--- config.mk ---
export PLATFORM = sky130hd
export DESIGN_NAME = sliding_window_sender_flat
export DESIGN_NICKNAME = d
export VERILOG_FILES = /design/src/design/sws_pkg.sv /design/src/design/sws_in_if.sv /design/src/design/sws_out_if.sv /design/src/design/sws_ctrl.sv /design/src/design/sws_datapath.sv /design/src/design/sliding_window_sender.sv /design/src/flat_wrapper.sv
export SDC_FILE = /design/constraint.sdc
export NUM_CORES = 1
export LEC_CHECK = 0
export BUFFER_PORTS_ARGS = -buffer_cell sky130_fd_sc_hd__buf_4
export CAP_MARGIN = 20
export CORE_MARGIN = 10
export CORE_UTILIZATION = 30
export DETAILED_ROUTE_END_ITERATION = 8
export SLEW_MARGIN = 20
export SYNTH_ARGS = -nofsm -noshare
export SYNTH_HDL_FRONTEND = slang
export SYNTH_HIERARCHICAL = 1
export SYNTH_SLANG_ARGS = --single-unit
--- constraint.sdc ---
create_clock -name clk -period 10.14 [get_ports clk]
set_input_delay 1.521 -clock clk [delete_from_list [all_inputs] [get_ports clk]]
set_output_delay 1.521 -clock clk [all_outputs]
set_load 0.02 [all_outputs]
--- src/design/sws_pkg.sv ---
// shared constants, codes and control types for the sliding window sender
package sws_pkg;

  localparam int SEQ_MAX      = 16;
  localparam int SEQ_W        = $clog2(SEQ_MAX);
  localparam int SPACE_W      = $clog2(SEQ_MAX + 1);
  localparam int SUM_W        = SPACE_W + 1;
  localparam int WIN_W        = 4;
  localparam int PAYLOAD_BITS = 32;
  localparam int MODE_W       = 2;
  localparam int STATUS_W     = 3;
  localparam int DUP_W        = 3;
  localparam int CFG_IDX_W    = 1;
  localparam int CFG_DATA_W   = 5;

  localparam logic [DUP_W-1:0] DUP_TRIGGER = 3'd3;
  localparam logic [DUP_W-1:0] DUP_LIMIT   = 3'd7;

  localparam logic [SPACE_W-1:0] SPACE_MIN = SPACE_W'(2);
  localparam logic [SPACE_W-1:0] SPACE_TOP = SPACE_W'(SEQ_MAX);

  localparam logic [WIN_W-1:0]   WINDOW_RESET = 4'd4;
  localparam logic [SPACE_W-1:0] SPACE_RESET  = SPACE_W'(8);

  localparam logic [CFG_IDX_W-1:0] CFG_WINDOW_SIZE = 1'd0;
  localparam logic [CFG_IDX_W-1:0] CFG_SEQ_SPACE   = 1'd1;

  localparam logic [MODE_W-1:0] MODE_SEND    = 2'd0;
  localparam logic [MODE_W-1:0] MODE_ACK     = 2'd1;
  localparam logic [MODE_W-1:0] MODE_TIMEOUT = 2'd2;

  localparam logic [STATUS_W-1:0] ST_SENT    = 3'd0;
  localparam logic [STATUS_W-1:0] ST_REFUSED = 3'd1;
  localparam logic [STATUS_W-1:0] ST_SLID    = 3'd2;
  localparam logic [STATUS_W-1:0] ST_BAD_CK  = 3'd3;
  localparam logic [STATUS_W-1:0] ST_DUP     = 3'd4;
  localparam logic [STATUS_W-1:0] ST_IGNORED = 3'd5;

  typedef struct packed {
    logic step;  // execute the accepted transaction
    logic norm;  // pull base and next positions back into the space
  } sws_cmd_t;

  typedef struct packed {
    logic norm_ok;
  } sws_sts_t;

endpackage

--- src/design/sws_in_if.sv ---
// input channel: one packet event per transaction
interface sws_in_if;
  logic                               valid;
  logic                               ready;
  logic [sws_pkg::MODE_W-1:0]         mode;
  logic [sws_pkg::PAYLOAD_BITS-1:0]   payload;
  logic [sws_pkg::SEQ_W-1:0]          ack_num;
  logic                               checksum_ok;
  logic [sws_pkg::SEQ_W-1:0]          expired_seq;

  modport source (output valid, mode, payload, ack_num, checksum_ok, expired_seq,
                  input ready);
  modport sink (input valid, mode, payload, ack_num, checksum_ok, expired_seq,
                output ready);
endinterface

--- src/design/sws_out_if.sv ---
// result channel: transmit, timer and status for each event
interface sws_out_if;
  logic                               valid;
  logic                               ready;
  logic [sws_pkg::STATUS_W-1:0]       status;
  logic                               tx_valid;
  logic [sws_pkg::SEQ_W-1:0]          tx_seq;
  logic [sws_pkg::PAYLOAD_BITS-1:0]   tx_payload;
  logic                               timer_stop;
  logic [sws_pkg::SEQ_W-1:0]          stop_seq;
  logic                               timer_start;
  logic [sws_pkg::SEQ_W-1:0]          start_seq;
  logic                               window_full;

  modport source (output valid, status, tx_valid, tx_seq, tx_payload, timer_stop,
                  stop_seq, timer_start, start_seq, window_full,
                  input ready);
  modport sink (input valid, status, tx_valid, tx_seq, tx_payload, timer_stop,
                stop_seq, timer_start, start_seq, window_full,
                output ready);
endinterface

--- src/design/sws_ctrl.sv ---
// controller: accept gating, position reduction sequencing, result register valid
module sws_ctrl (
  input  logic              clk,
  input  logic              rst_n,
  input  logic              in_valid,
  output logic              in_ready,
  output logic              out_valid,
  input  logic              out_ready,
  input  sws_pkg::sws_sts_t sts,
  output sws_pkg::sws_cmd_t cmd
);

  localparam logic ST_READY = 1'b0;
  localparam logic ST_NORM  = 1'b1;

  logic state_r, state_nxt;
  logic out_valid_r, out_valid_nxt;
  logic accept;

  assign in_ready  = (state_r == ST_READY) && sts.norm_ok && (!out_valid_r || out_ready);
  assign accept    = in_valid && in_ready;
  assign out_valid = out_valid_r;

  always_comb begin
    cmd.step      = accept;
    cmd.norm      = 1'b0;
    state_nxt     = state_r;
    out_valid_nxt = accept || (out_valid_r && !out_ready);
    unique case (state_r)
      ST_READY: begin
        if (!sts.norm_ok) begin
          state_nxt = ST_NORM;
        end
      end
      ST_NORM: begin
        if (sts.norm_ok) begin
          state_nxt = ST_READY;
        end else begin
          cmd.norm = 1'b1;
        end
      end
      default: begin
        state_nxt = ST_READY;
      end
    endcase
  end

  always_ff @(posedge clk) begin
    if (!rst_n) begin
      state_r     <= ST_READY;
      out_valid_r <= 1'b0;
    end else begin
      state_r     <= state_nxt;
      out_valid_r <= out_valid_nxt;
    end
  end

endmodule

--- src/design/sws_datapath.sv ---
// datapath: window state, payload buffer, modular arithmetic and result registers
module sws_datapath (
  input  logic                                clk,
  input  logic                                rst_n,
  input  logic                                cfg_we,
  input  logic [sws_pkg::CFG_IDX_W-1:0]       cfg_index,
  input  logic [sws_pkg::CFG_DATA_W-1:0]      cfg_data,
  input  sws_pkg::sws_cmd_t                   cmd,
  output sws_pkg::sws_sts_t                   sts,
  input  logic [sws_pkg::MODE_W-1:0]          in_mode,
  input  logic [sws_pkg::PAYLOAD_BITS-1:0]    in_payload,
  input  logic [sws_pkg::SEQ_W-1:0]           in_ack_num,
  input  logic                                in_checksum_ok,
  input  logic [sws_pkg::SEQ_W-1:0]           in_expired_seq,
  output logic [sws_pkg::STATUS_W-1:0]        out_status,
  output logic                                out_tx_valid,
  output logic [sws_pkg::SEQ_W-1:0]           out_tx_seq,
  output logic [sws_pkg::PAYLOAD_BITS-1:0]    out_tx_payload,
  output logic                                out_timer_stop,
  output logic [sws_pkg::SEQ_W-1:0]           out_stop_seq,
  output logic                                out_timer_start,
  output logic [sws_pkg::SEQ_W-1:0]           out_start_seq,
  output logic                                out_window_full
);

  localparam int SEQ_W   = sws_pkg::SEQ_W;
  localparam int SPACE_W = sws_pkg::SPACE_W;
  localparam int SUM_W   = sws_pkg::SUM_W;
  localparam int WIN_W   = sws_pkg::WIN_W;
  localparam int PW      = sws_pkg::PAYLOAD_BITS;
  localparam int DUP_W   = sws_pkg::DUP_W;

  logic [PW-1:0] slot_mem [sws_pkg::SEQ_MAX];

  logic [WIN_W-1:0]   window_size_r;
  logic [SPACE_W-1:0] seq_space_r;
  logic [SEQ_W-1:0]   base_r, base_nxt;
  logic [SEQ_W-1:0]   next_r, next_nxt;
  logic [WIN_W-1:0]   outst_r, outst_nxt;
  logic [DUP_W-1:0]   dup_r, dup_nxt;

  logic [sws_pkg::STATUS_W-1:0] status_r, status_nxt;
  logic                         txv_r, txv_nxt;
  logic [SEQ_W-1:0]             txs_r, txs_nxt;
  logic [PW-1:0]                txp_r;
  logic                         tstop_r, tstop_nxt;
  logic [SEQ_W-1:0]             ssq_r, ssq_nxt;
  logic                         tstart_r, tstart_nxt;
  logic [SEQ_W-1:0]             stsq_r, stsq_nxt;
  logic                         full_r, full_nxt;
  logic                         wr_en, resend;

  logic [SPACE_W-1:0] s_eff;
  logic [WIN_W-1:0]   w_base;
  logic [WIN_W-1:0]   w_eff;
  logic [SPACE_W-1:0] s_less1;

  logic [SUM_W-1:0] s_ext, base_ext, next_ext, ack_ext;
  logic [SUM_W-1:0] off_sum, off_mod;
  logic [SUM_W-1:0] slide_sum, slide_mod;
  logic [SUM_W-1:0] prev_sum, prev_mod;
  logic [SUM_W-1:0] inc_sum;
  logic [SEQ_W-1:0] off;
  logic [DUP_W-1:0] dup_inc;

  // effective space and window after clamping
  always_comb begin
    if (seq_space_r < sws_pkg::SPACE_MIN) begin
      s_eff = sws_pkg::SPACE_MIN;
    end else if (seq_space_r > sws_pkg::SPACE_TOP) begin
      s_eff = sws_pkg::SPACE_TOP;
    end else begin
      s_eff = seq_space_r;
    end
    s_less1 = s_eff - SPACE_W'(1);
    w_base  = (window_size_r == '0) ? WIN_W'(1) : window_size_r;
    if (SPACE_W'(w_base) > s_less1) begin
      w_eff = s_less1[WIN_W-1:0];
    end else begin
      w_eff = w_base;
    end
  end

  assign sts.norm_ok = (SPACE_W'(base_r) < s_eff) && (SPACE_W'(next_r) < s_eff);

  // modular helpers: each sum stays below twice the space
  always_comb begin
    s_ext     = SUM_W'(s_eff);
    base_ext  = SUM_W'(base_r);
    next_ext  = SUM_W'(next_r);
    ack_ext   = SUM_W'(in_ack_num);
    off_sum   = ack_ext + s_ext - base_ext;
    off_mod   = (off_sum >= s_ext) ? off_sum - s_ext : off_sum;
    off       = off_mod[SEQ_W-1:0];
    slide_sum = base_ext + off_mod + SUM_W'(1);
    slide_mod = (slide_sum >= s_ext) ? slide_sum - s_ext : slide_sum;
    prev_sum  = base_ext + s_ext - SUM_W'(1);
    prev_mod  = (prev_sum >= s_ext) ? prev_sum - s_ext : prev_sum;
    inc_sum   = next_ext + SUM_W'(1);
    dup_inc   = (dup_r < sws_pkg::DUP_LIMIT) ? dup_r + DUP_W'(1) : dup_r;
  end

  always_comb begin
    base_nxt   = base_r;
    next_nxt   = next_r;
    outst_nxt  = outst_r;
    dup_nxt    = dup_r;
    status_nxt = sws_pkg::ST_IGNORED;
    txv_nxt    = 1'b0;
    txs_nxt    = '0;
    tstop_nxt  = 1'b0;
    ssq_nxt    = '0;
    tstart_nxt = 1'b0;
    stsq_nxt   = '0;
    wr_en      = 1'b0;
    resend     = 1'b0;
    unique case (in_mode)
      sws_pkg::MODE_SEND: begin
        if (outst_r >= w_eff) begin
          status_nxt = sws_pkg::ST_REFUSED;
        end else begin
          wr_en      = 1'b1;
          status_nxt = sws_pkg::ST_SENT;
          txv_nxt    = 1'b1;
          txs_nxt    = next_r;
          if (outst_r == '0) begin
            tstart_nxt = 1'b1;
            stsq_nxt   = next_r;
          end
          next_nxt  = (inc_sum == s_ext) ? '0 : inc_sum[SEQ_W-1:0];
          outst_nxt = outst_r + WIN_W'(1);
        end
      end
      sws_pkg::MODE_ACK: begin
        if (!in_checksum_ok) begin
          status_nxt = sws_pkg::ST_BAD_CK;
        end else if (ack_ext < s_ext) begin
          if (WIN_W'(off) < outst_r) begin
            status_nxt = sws_pkg::ST_SLID;
            tstop_nxt  = 1'b1;
            ssq_nxt    = base_r;
            base_nxt   = slide_mod[SEQ_W-1:0];
            outst_nxt  = outst_r - WIN_W'(off) - WIN_W'(1);
            dup_nxt    = '0;
            if (outst_nxt != '0) begin
              tstart_nxt = 1'b1;
              stsq_nxt   = base_nxt;
            end
          end else if (ack_ext == prev_mod) begin
            status_nxt = sws_pkg::ST_DUP;
            dup_nxt    = dup_inc;
            // fast retransmit on the third duplicate
            if (dup_inc == sws_pkg::DUP_TRIGGER && outst_r != '0) begin
              txv_nxt = 1'b1;
              txs_nxt = base_r;
              resend  = 1'b1;
              dup_nxt = '0;
            end
          end
        end
      end
      sws_pkg::MODE_TIMEOUT: begin
        if (outst_r != '0) begin
          tstop_nxt  = 1'b1;
          ssq_nxt    = in_expired_seq;
          tstart_nxt = 1'b1;
          stsq_nxt   = in_expired_seq;
          txv_nxt    = 1'b1;
          txs_nxt    = base_r;
          resend     = 1'b1;
        end
      end
      default: begin
        status_nxt = sws_pkg::ST_IGNORED;
      end
    endcase
    full_nxt = (outst_nxt >= w_eff);
  end

  always_ff @(posedge clk) begin
    if (!rst_n) begin
      window_size_r <= sws_pkg::WINDOW_RESET;
      seq_space_r   <= sws_pkg::SPACE_RESET;
      base_r        <= '0;
      next_r        <= '0;
      outst_r       <= '0;
      dup_r         <= '0;
    end else begin
      if (cfg_we) begin
        unique case (cfg_index)
          sws_pkg::CFG_WINDOW_SIZE: window_size_r <= cfg_data[WIN_W-1:0];
          sws_pkg::CFG_SEQ_SPACE:   seq_space_r   <= cfg_data[SPACE_W-1:0];
          default: ;
        endcase
      end
      if (cmd.step) begin
        base_r  <= base_nxt;
        next_r  <= next_nxt;
        outst_r <= outst_nxt;
        dup_r   <= dup_nxt;
      end else if (cmd.norm) begin
        // one subtraction of the space per cycle after a space change
        if (SPACE_W'(base_r) >= s_eff) begin
          base_r <= SEQ_W'(SPACE_W'(base_r) - s_eff);
        end
        if (SPACE_W'(next_r) >= s_eff) begin
          next_r <= SEQ_W'(SPACE_W'(next_r) - s_eff);
        end
      end
    end
  end

  // payload buffer with registered read into the result register
  always_ff @(posedge clk) begin
    if (cmd.step) begin
      if (wr_en) begin
        slot_mem[next_r] <= in_payload;
        txp_r            <= in_payload;
      end else if (resend) begin
        txp_r <= slot_mem[base_r];
      end else begin
        txp_r <= '0;
      end
    end
  end

  always_ff @(posedge clk) begin
    if (cmd.step) begin
      status_r <= status_nxt;
      txv_r    <= txv_nxt;
      txs_r    <= txs_nxt;
      tstop_r  <= tstop_nxt;
      ssq_r    <= ssq_nxt;
      tstart_r <= tstart_nxt;
      stsq_r   <= stsq_nxt;
      full_r   <= full_nxt;
    end
  end

  assign out_status      = status_r;
  assign out_tx_valid    = txv_r;
  assign out_tx_seq      = txs_r;
  assign out_tx_payload  = txp_r;
  assign out_timer_stop  = tstop_r;
  assign out_stop_seq    = ssq_r;
  assign out_timer_start = tstart_r;
  assign out_start_seq   = stsq_r;
  assign out_window_full = full_r;

endmodule

--- src/design/sliding_window_sender.sv ---
// Go-back-N sliding window sender with fast retransmit on the third duplicate
// acknowledgement. Each transaction on in_ch (send, acknowledgement or timer
// expiry) yields exactly one transaction on out_ch, registered and presented the
// cycle after acceptance; a new event is taken every cycle while the result
// register is empty or being drained, so the steady rate is one event per cycle.
// After seq_space is reprogrammed to a value that leaves the base or next
// position outside the new space, the block stops accepting while the
// controller moves to its reduction state, pulls those positions back (one
// subtraction of the space per cycle) and returns to its ready state.
// Configuration takes effect on the next event and must only be written while
// no result is pending.
module sliding_window_sender (
  input  logic                              clk,
  input  logic                              rst_n,
  input  logic                              cfg_we,
  input  logic [sws_pkg::CFG_IDX_W-1:0]     cfg_index,
  input  logic [sws_pkg::CFG_DATA_W-1:0]    cfg_data,
  sws_in_if.sink                            in_ch,
  sws_out_if.source                         out_ch
);

  sws_pkg::sws_cmd_t cmd;
  sws_pkg::sws_sts_t sts;

  sws_ctrl u_ctrl (
    .clk       (clk),
    .rst_n     (rst_n),
    .in_valid  (in_ch.valid),
    .in_ready  (in_ch.ready),
    .out_valid (out_ch.valid),
    .out_ready (out_ch.ready),
    .sts       (sts),
    .cmd       (cmd)
  );

  sws_datapath u_datapath (
    .clk             (clk),
    .rst_n           (rst_n),
    .cfg_we          (cfg_we),
    .cfg_index       (cfg_index),
    .cfg_data        (cfg_data),
    .cmd             (cmd),
    .sts             (sts),
    .in_mode         (in_ch.mode),
    .in_payload      (in_ch.payload),
    .in_ack_num      (in_ch.ack_num),
    .in_checksum_ok  (in_ch.checksum_ok),
    .in_expired_seq  (in_ch.expired_seq),
    .out_status      (out_ch.status),
    .out_tx_valid    (out_ch.tx_valid),
    .out_tx_seq      (out_ch.tx_seq),
    .out_tx_payload  (out_ch.tx_payload),
    .out_timer_stop  (out_ch.timer_stop),
    .out_stop_seq    (out_ch.stop_seq),
    .out_timer_start (out_ch.timer_start),
    .out_start_seq   (out_ch.start_seq),
    .out_window_full (out_ch.window_full)
  );

endmodule

--- src/flat_wrapper.sv ---
// flat-port wrapper written by rule: the top's interface ports become plain ports
module sliding_window_sender_flat 
  (clk, rst_n, cfg_we, cfg_index, cfg_data, in_ch_valid, in_ch_mode, in_ch_payload, in_ch_ack_num, in_ch_checksum_ok, in_ch_expired_seq, in_ch_ready, out_ch_valid, out_ch_status, out_ch_tx_valid, out_ch_tx_seq, out_ch_tx_payload, out_ch_timer_stop, out_ch_stop_seq, out_ch_timer_start, out_ch_start_seq, out_ch_window_full, out_ch_ready);
  sws_in_if in_ch_i ();
  sws_out_if out_ch_i ();
  input  logic clk;
  input  logic rst_n;
  input  logic cfg_we;
  input  logic [sws_pkg::CFG_IDX_W-1:0] cfg_index;
  input  logic [sws_pkg::CFG_DATA_W-1:0] cfg_data;
  input wire logic [$bits(in_ch_i.valid)-1:0] in_ch_valid;
  input wire logic [$bits(in_ch_i.mode)-1:0] in_ch_mode;
  input wire logic [$bits(in_ch_i.payload)-1:0] in_ch_payload;
  input wire logic [$bits(in_ch_i.ack_num)-1:0] in_ch_ack_num;
  input wire logic [$bits(in_ch_i.checksum_ok)-1:0] in_ch_checksum_ok;
  input wire logic [$bits(in_ch_i.expired_seq)-1:0] in_ch_expired_seq;
  output wire logic [$bits(in_ch_i.ready)-1:0] in_ch_ready;
  output wire logic [$bits(out_ch_i.valid)-1:0] out_ch_valid;
  output wire logic [$bits(out_ch_i.status)-1:0] out_ch_status;
  output wire logic [$bits(out_ch_i.tx_valid)-1:0] out_ch_tx_valid;
  output wire logic [$bits(out_ch_i.tx_seq)-1:0] out_ch_tx_seq;
  output wire logic [$bits(out_ch_i.tx_payload)-1:0] out_ch_tx_payload;
  output wire logic [$bits(out_ch_i.timer_stop)-1:0] out_ch_timer_stop;
  output wire logic [$bits(out_ch_i.stop_seq)-1:0] out_ch_stop_seq;
  output wire logic [$bits(out_ch_i.timer_start)-1:0] out_ch_timer_start;
  output wire logic [$bits(out_ch_i.start_seq)-1:0] out_ch_start_seq;
  output wire logic [$bits(out_ch_i.window_full)-1:0] out_ch_window_full;
  input wire logic [$bits(out_ch_i.ready)-1:0] out_ch_ready;
  assign in_ch_i.valid = in_ch_valid;
  assign in_ch_i.mode = in_ch_mode;
  assign in_ch_i.payload = in_ch_payload;
  assign in_ch_i.ack_num = in_ch_ack_num;
  assign in_ch_i.checksum_ok = in_ch_checksum_ok;
  assign in_ch_i.expired_seq = in_ch_expired_seq;
  assign in_ch_ready = in_ch_i.ready;
  assign out_ch_valid = out_ch_i.valid;
  assign out_ch_status = out_ch_i.status;
  assign out_ch_tx_valid = out_ch_i.tx_valid;
  assign out_ch_tx_seq = out_ch_i.tx_seq;
  assign out_ch_tx_payload = out_ch_i.tx_payload;
  assign out_ch_timer_stop = out_ch_i.timer_stop;
  assign out_ch_stop_seq = out_ch_i.stop_seq;
  assign out_ch_timer_start = out_ch_i.timer_start;
  assign out_ch_start_seq = out_ch_i.start_seq;
  assign out_ch_window_full = out_ch_i.window_full;
  assign out_ch_i.ready = out_ch_ready;
  sliding_window_sender u_core (.clk(clk), .rst_n(rst_n), .cfg_we(cfg_we), .cfg_index(cfg_index), .cfg_data(cfg_data), .in_ch(in_ch_i), .out_ch(out_ch_i));
endmodule
# Word-level counts from Yosys, hierarchy flattened
# Memory sizes are Yosys's and may differ from the RTL's. A register that Yosys moved wholly into a read port is not among the register bits.
# Cells that the tools add are included.
# Widths: inputs -> output; s select.
[op_classes]
order_cmp = 15
muxes = 85
shift = 0
div_mod_pow = 0
n_mul = 0
reduce_logical = 24
eq_ne = 11
n_bitwise = 2
add_sub_neg = 17
[op_table]
columns = ["operator", "n"]
rows = [
  ["$mux 4", 39],
  ["$mux 32", 2],
  ["$mux 1", 24],
  ["$pmux 4 s3", 2],
  ["$mux 3", 7],
  ["$ge 6x5->1", 3],
  ["$pmux 4 s2", 2],
  ["$sub 4x4->4", 4],
  ["$lt 4x5->1", 3],
  ["$add 4x5->6", 2],
  ["$mux 6", 2],
  ["$ne 2x2->1 const B", 6],
  ["$sub 6x5->6", 2],
  ["$ge 4x5->1", 2],
  ["$mux 5", 2],
  ["$ge 4x4->1", 2],
  ["$logic_not 4->1", 2],
  ["$reduce_bool 2->1", 4],
  ["$reduce_bool 4->1", 2],
  ["$add 4x6->6", 1],
  ["$add 6x1->6 const B", 1],
  ["$eq 4x6->1", 1],
  ["$logic_and 1x1->1", 6],
  ["$pmux 1 s3", 2],
  ["26 further kinds", 31],
]
[word_totals]
latch_bits = 0
wordCells = 172
ramBits = 512
rom_bits = 0
ff_bits = 77
input_bits = 54
n_memories = 1
out_inout_bits = 53
[mem_list]
columns = ["name", "words", "word_bits", "rd", "rd_ports_with_merged_regs", "write_ports", "line_no", "rtl"]
rows = [
  ["u_core.u_datapath.slot_mem", 16, 32, 1, 1, 1, "sws_datapath.sv:33", "logic [PW-1:0] slot_mem [sws_pkg::SEQ_MAX];"],
]

# Depth between registers and ports, before layout
[logic_depth]
ltp_word = 18
ltp_mapped = 32
ltp_nobuf = 30

# By module
# The synthesis kept the hierarchy.
[by_module_without_submodules]
columns = ["module", "area_per_inst_um2", "seq_area_each_um2", "cells_per_inst", "n_inst"]
rows = [
  ["sws_datapath", 25677.1, 17466.8, 1473, 1],
  ["sws_ctrl", 106.4, 40.0, 11, 1],
]

# Worst setup path before layout
# OpenSTA, ideal clock, no wires.
[synth_timing]
path_kind = "input to register"
startpoint = "in in_ch_ack_num[1]"
endpoint = "reg u_core.u_datapath.stsq_r[0], in the netlist u_core/u_datapath/out_start_seq[0], data pin"
arrival_time_ns = 7.221
setup_time_ns = 0.170
t_required_ns = 9.970
stages = 26
slack_ns = 2.749
n_path_buf = 2
cell_sequence = "fa_1 ha_1 a21o_1 a21oi_1 xnor2_1 ha_1 o21ai_1 nor2b_1 nand2_1 a21oi_1 and2_1 clkbuf_1 mux2i_1 ha_1 inv_1 fa_1 fa_1 a21o_1 a21o_1 a21o_1 a21oi_1 nand2_1 or4_4 buf_6 and3_1 o32ai_2"
[synth_via]
elab_chain_len = 13
elab_cells_between_ends = 20
cone_classes = "8 x add/sub; 4 x order compare; 7 x mux; 1 x reduce/logical"
[synth_lines]
columns = ["item", "line_no", "rtl"]
rows = [
  ["start: declaration", "flat_wrapper.sv:14", "input wire logic [$bits(in_ch_i.ack_num)-1:0] in_ch_ack_num;"],
  ["$add 4x5->6", "sws_datapath.sv:92", "off_sum = ack_ext + s_ext - base_ext;"],
  ["$sub 6x4->6", "sws_datapath.sv:92", ""],
  ["$sub 6x5->6 / $ge 6x5->1 (equally long branches)", "sws_datapath.sv:93", "off_mod = (off_sum >= s_ext) ? off_sum - s_ext : off_sum;"],
  ["$mux 6", "sws_datapath.sv:93", ""],
  ["$add 4x6->6", "sws_datapath.sv:95", "slide_sum = base_ext + off_mod + SUM_W'(1);"],
  ["$add 6x1->6", "sws_datapath.sv:95", ""],
  ["$ge 6x5->1 / $sub 4x4->4 (equally long branches)", "sws_datapath.sv:96", "slide_mod = (slide_sum >= s_ext) ? slide_sum - s_ext : slide_sum;"],
  ["$mux 4", "sws_datapath.sv:96", ""],
  ["$mux 4", "sws_datapath.sv:145", "if (outst_nxt != '0) begin"],
  ["$mux 4", "sws_datapath.sv:138", "if (WIN_W'(off) < outst_r) begin"],
  ["$mux 4 *", "sws_datapath.sv:137", "end else if (ack_ext < s_ext) begin"],
  ["$mux 4 *", "sws_datapath.sv:135", "if (!in_checksum_ok) begin"],
  ["$pmux 4 s3 *", "sws_datapath.sv:117", "unique case (in_mode)"],
  ["via u_core.u_datapath.stsq_nxt[0]", "sws_datapath.sv:49", "logic [SEQ_W-1:0] stsq_r, stsq_nxt;"],
  ["end signal: assignment", "sws_datapath.sv:235", "stsq_r <= stsq_nxt;"],
  ["end: declaration", "sws_datapath.sv:49", ""],
]
# The timed path passes the listed nets; every way through them passes the cells marked *.
# A chain may end at the register's enable or synchronous reset.

# Final worst setup path
[layout_timing]
startpoint = "reg u_core.u_datapath.seq_space_r[4]"
endpoint = "reg u_core.u_datapath.stsq_r[1], in the netlist u_core/u_datapath/out_start_seq[1], data pin"
[layout_via]
elab_chain_len = 16
elab_cells_between_ends = 29
cone_classes = "9 x add/sub; 8 x order compare; 11 x mux; 1 x reduce/logical"
[layout_lines]
columns = ["item", "line_no", "rtl"]
rows = [
  ["start: declaration", "sws_datapath.sv:36", "logic [SPACE_W-1:0] seq_space_r;"],
  ["start signal: assignment", "sws_datapath.sv:183", "seq_space_r <= sws_pkg::SPACE_RESET;"],
  ["start signal: assignment", "sws_datapath.sv:192", "sws_pkg::CFG_SEQ_SPACE: seq_space_r <= cfg_data[SPACE_W-1:0];"],
  ["$gt 5x5->1", "sws_datapath.sv:70", "end else if (seq_space_r > sws_pkg::SPACE_TOP) begin"],
  ["$mux 5", "sws_datapath.sv:70", ""],
  ["$mux 5 *", "sws_datapath.sv:68", "if (seq_space_r < sws_pkg::SPACE_MIN) begin"],
  ["$add 4x5->6", "sws_datapath.sv:92", ""],
  ["$sub 6x4->6", "sws_datapath.sv:92", ""],
  ["$sub 6x5->6 / $ge 6x5->1 (equally long branches)", "sws_datapath.sv:93", ""],
  ["$mux 6", "sws_datapath.sv:93", ""],
  ["$add 4x6->6", "sws_datapath.sv:95", ""],
  ["$add 6x1->6", "sws_datapath.sv:95", ""],
  ["$ge 6x5->1 / $sub 4x4->4 (equally long branches)", "sws_datapath.sv:96", ""],
  ["$mux 4", "sws_datapath.sv:96", ""],
  ["$mux 4", "sws_datapath.sv:145", ""],
  ["$mux 4", "sws_datapath.sv:138", ""],
  ["$mux 4", "sws_datapath.sv:137", ""],
  ["$mux 4", "sws_datapath.sv:135", ""],
  ["$pmux 4 s3 *", "sws_datapath.sv:117", ""],
  ["via u_core.u_datapath.stsq_nxt[1]", "sws_datapath.sv:49", ""],
]
# Marks and branches as above.

==> metrics.txt <==
largest net degree at the start of global routing 60; Fmax achieved 0.127 GHz; Critical Path Source Type register; synth top area cells edfxtp_1 66%, mux4_2 14%, ha_1 3.6%; final hold violations 0; Yosys top cell by area edfxtp_1; Die ar. 0.0981 mm2; VDD IR max 0.127 mV; Clock transition at path regs 0.06 ns; Crit Path Class reg -> reg; FILL cells 7982; CTS Hold Bufs 0; CTS tree built; syn_nets 1624; CTS max path bufs 3; synth-to-layout area growth 16.7%; post-CTS sizing 0; hold crit path type reg -> reg; Yosys top cell area share 0.656; I/O pin count 107; drt first pass iters 5; LEAKAGE 9.87 nW; grt ovf 0; Place WS 1.97 ns; clock network power share 0.357; Setup WS post-layout 2.24 ns; max cap viols 0; sequential-to-total area share from yosys stat 0.679; relative slew slack 0.349; Die Ht 313 um; Die W 313 um; total track usage 0.129; post-synthesis register bit count 593; clock root buffer master clkbuf_16; Post-Synthesis Cells 1484; WL final 64.2 mm; fin nets 1754; Avg Cell Area, Syn 17.4 um2; asr flop ratio synth 0; Diodes inserted 0; TritonCTS buffer count 58; Net Switching 1.75 mW; core area 0.0853 mm2; port bufs 106; RSZ-0062 raised after global routing no; crit path DAT 8.31 ns; Crit. End Element register; Setup-failing EPs final 0; post-route setup TNS 0 ns; Pins Over Slew Limit 0; Synth Warn # 6; Combinational Power Share 0.200; Initial Util 0.302; DRT iter0 DRCs 1145; Synth cell types 72; first-pass GRT wire length 96.3 mm; sequential share of power 0.443; status finished, final reports clean; Power Dens Cells 211 mW/mm2; worst clock skew 0.0198 ns; Internal 4.59 mW; num rows 107; switching part of the total 0.276; Final min period 7.90 ns; vias in the first global route 14848; fin crit share 0.779; via count 13995; worst endpoint required time 10.56 ns; pin slew with the least headroom to its limit 0.976 ns; Top FF cell, synth edfxtp_1; Post-Syn Area 0.0258 mm2; RePlAce Congestion 0.848; clock sink count 593; Via density 4.99; layout cells sized above 1 0.254; initial antenna violation count 2; Crit Path Max Fanout 14; DP HPWL 36.7 mm; # Post-CTS Setup Buffers 0; worst-skew pair later-pin latency 0.63 ns; Routed WL per cell 22.9 um; Routed Antenna Nets 0; Post-synth EDFFs 563; DRC Markers 0; H-Tree Level Count 2
Yosys cell counts, drive strengths merged (4+ instances only):
library cell / instances
ha: 75
xor2: 8
mux2i: 8
and2: 12
a21boi: 4
mux4: 160
and3: 20
nand3: 19
xnor2: 18
nor2: 41
a21oi: 60
or2: 6
or3: 7
fa: 11
o211ai: 4
clkbuf: 47
o21a: 8
nor2b: 18
a21o: 18
nand2: 83
nor4: 5
o21ai: 58
nor3: 15
nand2b: 10
dfxtp: 30
a22oi: 8
a211oi: 10
inv: 88
buf: 16
edfxtp: 563
final timing paths:
kind,start,cells past startpoint,slack (ns),end
setup reg to reg,u_core/u_datapath/seq_space_r[4]$_SDFFE_PN0P_,26,2.24,u_core/u_datapath/out_start_seq[1]$_DFFE_PP_
setup / recovery,u_core/u_datapath/seq_space_r[4]$_SDFFE_PN0P_,26,2.24,u_core/u_datapath/out_start_seq[1]$_DFFE_PP_
hold / removal,u_core/u_datapath/window_size_r[0]$_SDFFE_PN0P_,2,0.49,u_core/u_datapath/window_size_r[0]$_SDFFE_PN0P_
hold reg to reg,u_core/u_datapath/window_size_r[0]$_SDFFE_PN0P_,2,0.49,u_core/u_datapath/window_size_r[0]$_SDFFE_PN0P_
power by group through the flow:
stage | clock network, mW | registers [mW] | logic, mW
finish | 2.26 | 2.81 | 1.27
CTS | 2.32 | 2.81 | 1.27
global route | 2.41 | 2.82 | 1.40
global placement | 0 | 2.86 | 1.22
detailed placement | 0 | 2.86 | 1.26
floorplan | 0 | 2.88 | 0.864
worst max-delay path, stage by stage (launching register included):
cell      delay (ns)
dfxtp_1         0.74
inv_2           0.31
nand2_1         0.47
fa_1            0.50
inv_1           0.07
ha_1            0.25
a21oi_1         0.26
xnor2_1         0.20
ha_1            0.33
o21ai_1         0.12
nor2b_1         0.38
nand2_1         0.09
a21oi_1         0.21
and2_1          0.31
mux2i_1         0.54
ha_1            0.34
nor2b_1         0.13
o21ai_1         0.17
nand2_1         0.09
xnor2_1         0.27
inv_1           0.08
ha_1            0.32
a21o_1          0.16
a21oi_1         0.18
nand4b_1        0.47
and2_1          0.42
o311ai_1        0.29
routing by layer:
layer	share of wire	up-vias	GRT usage
met1	0.41	7401	0.157
met5	0.00044	-	0
met4	0.018	4	0.0311
li1	-	6156	-
met2	0.52	351	0.232
met3	0.053	83	0.0242
layout make-up:
| cell class | count | area (um2) | area share |
|---|---|---|---|
| Inverter | 88 | 330 | 0.0110 |
| Tap cell | 1144 | 1430 | 0.0476 |
| Timing Repair Buffer | 133 | 1000 | 0.0333 |
| Multi-Input combinational cell | 740 | 7780 | 0.259 |
| Clock inverter | 36 | 498 | 0.0166 |
| Clock buffer | 73 | 1530 | 0.0508 |
| Sequential cell | 593 | 17500 | 0.582 |
metrics by stage:
stage	area (um2)	utilization	hold WS (ns)	cells	power, mW
finish	30100	0.353	0.486	2807	6.35
CTS	30100	0.353	0.490	2807	6.40
floorplan	25800	-	0.437	1484	3.74
global route	30100	0.353	0.520	2807	6.62
global placement	28100	0.329	0.451	2698	4.09
detailed placement	28100	0.329	0.455	2698	4.13
kinds of logic (layout without fill, tap and decap cells):
logic type                 Yosys count  in the layout  share of synthesized area
adders and majority gates           86             86                     0.0449
buffers and inverters              151            330                     0.0225
xor gates and xnor gates            26             26                    0.00883
AOI/OAI and AO/OA                  209            209                     0.0526
DFF                                593            593                      0.679
and+or+nand+nor                    250            250                     0.0488
muxes                              169            169                      0.143
placed cells by master, fill, tap and decap left out, types with 10 or more instances in the layout:
| cell type | netlist | layout |
|---|---|---|
| dfxtp_1 | 30 | 26 |
| nand2_1 | 83 | 83 |
| fa_1 | 11 | 11 |
| nor2b_1 | 17 | 17 |
| bufinv_16 | 0 | 10 |
| nand2b_1 | 10 | 10 |
| buf_4 | 1 | 132 |
| edfxtp_1 | 563 | 563 |
| o21ai_1 | 34 | 34 |
| ha_1 | 75 | 75 |
| and3_1 | 20 | 14 |
| inv_1 | 85 | 85 |
| clkbuf_1 | 47 | 14 |
| o21ai_0 | 24 | 24 |
| a211oi_1 | 10 | 10 |
| nor2_1 | 41 | 36 |
| clkinv_2 | 0 | 12 |
| nor3_1 | 14 | 14 |
| a21oi_1 | 60 | 59 |
| mux4_2 | 160 | 160 |
| xnor2_1 | 18 | 18 |
| nand3_1 | 19 | 19 |
| clkbuf_16 | 0 | 59 |
| a21o_1 | 18 | 18 |
state kept, by name, indices dropped and copies added, names as in the netlist, named ones only:
name	flops
u_core/u_ctrl/out_valid	1
u_core/u_ctrl/state_r	1
u_core/u_datapath/base_r	4
u_core/u_datapath/dup_r	3
u_core/u_datapath/next_r	4
u_core/u_datapath/out_start_seq	4
u_core/u_datapath/out_status	3
u_core/u_datapath/out_stop_seq	4
u_core/u_datapath/out_timer_start	1
u_core/u_datapath/out_timer_stop	1
u_core/u_datapath/out_tx_payload	32
u_core/u_datapath/out_tx_seq	4
u_core/u_datapath/out_tx_valid	1
u_core/u_datapath/out_window_full	1
u_core/u_datapath/outst_r	4
u_core/u_datapath/seq_space_r	5
u_core/u_datapath/slot_mem	512
u_core/u_datapath/window_size_r	4
No activity file was read; power rests on OpenSTA's default activity.
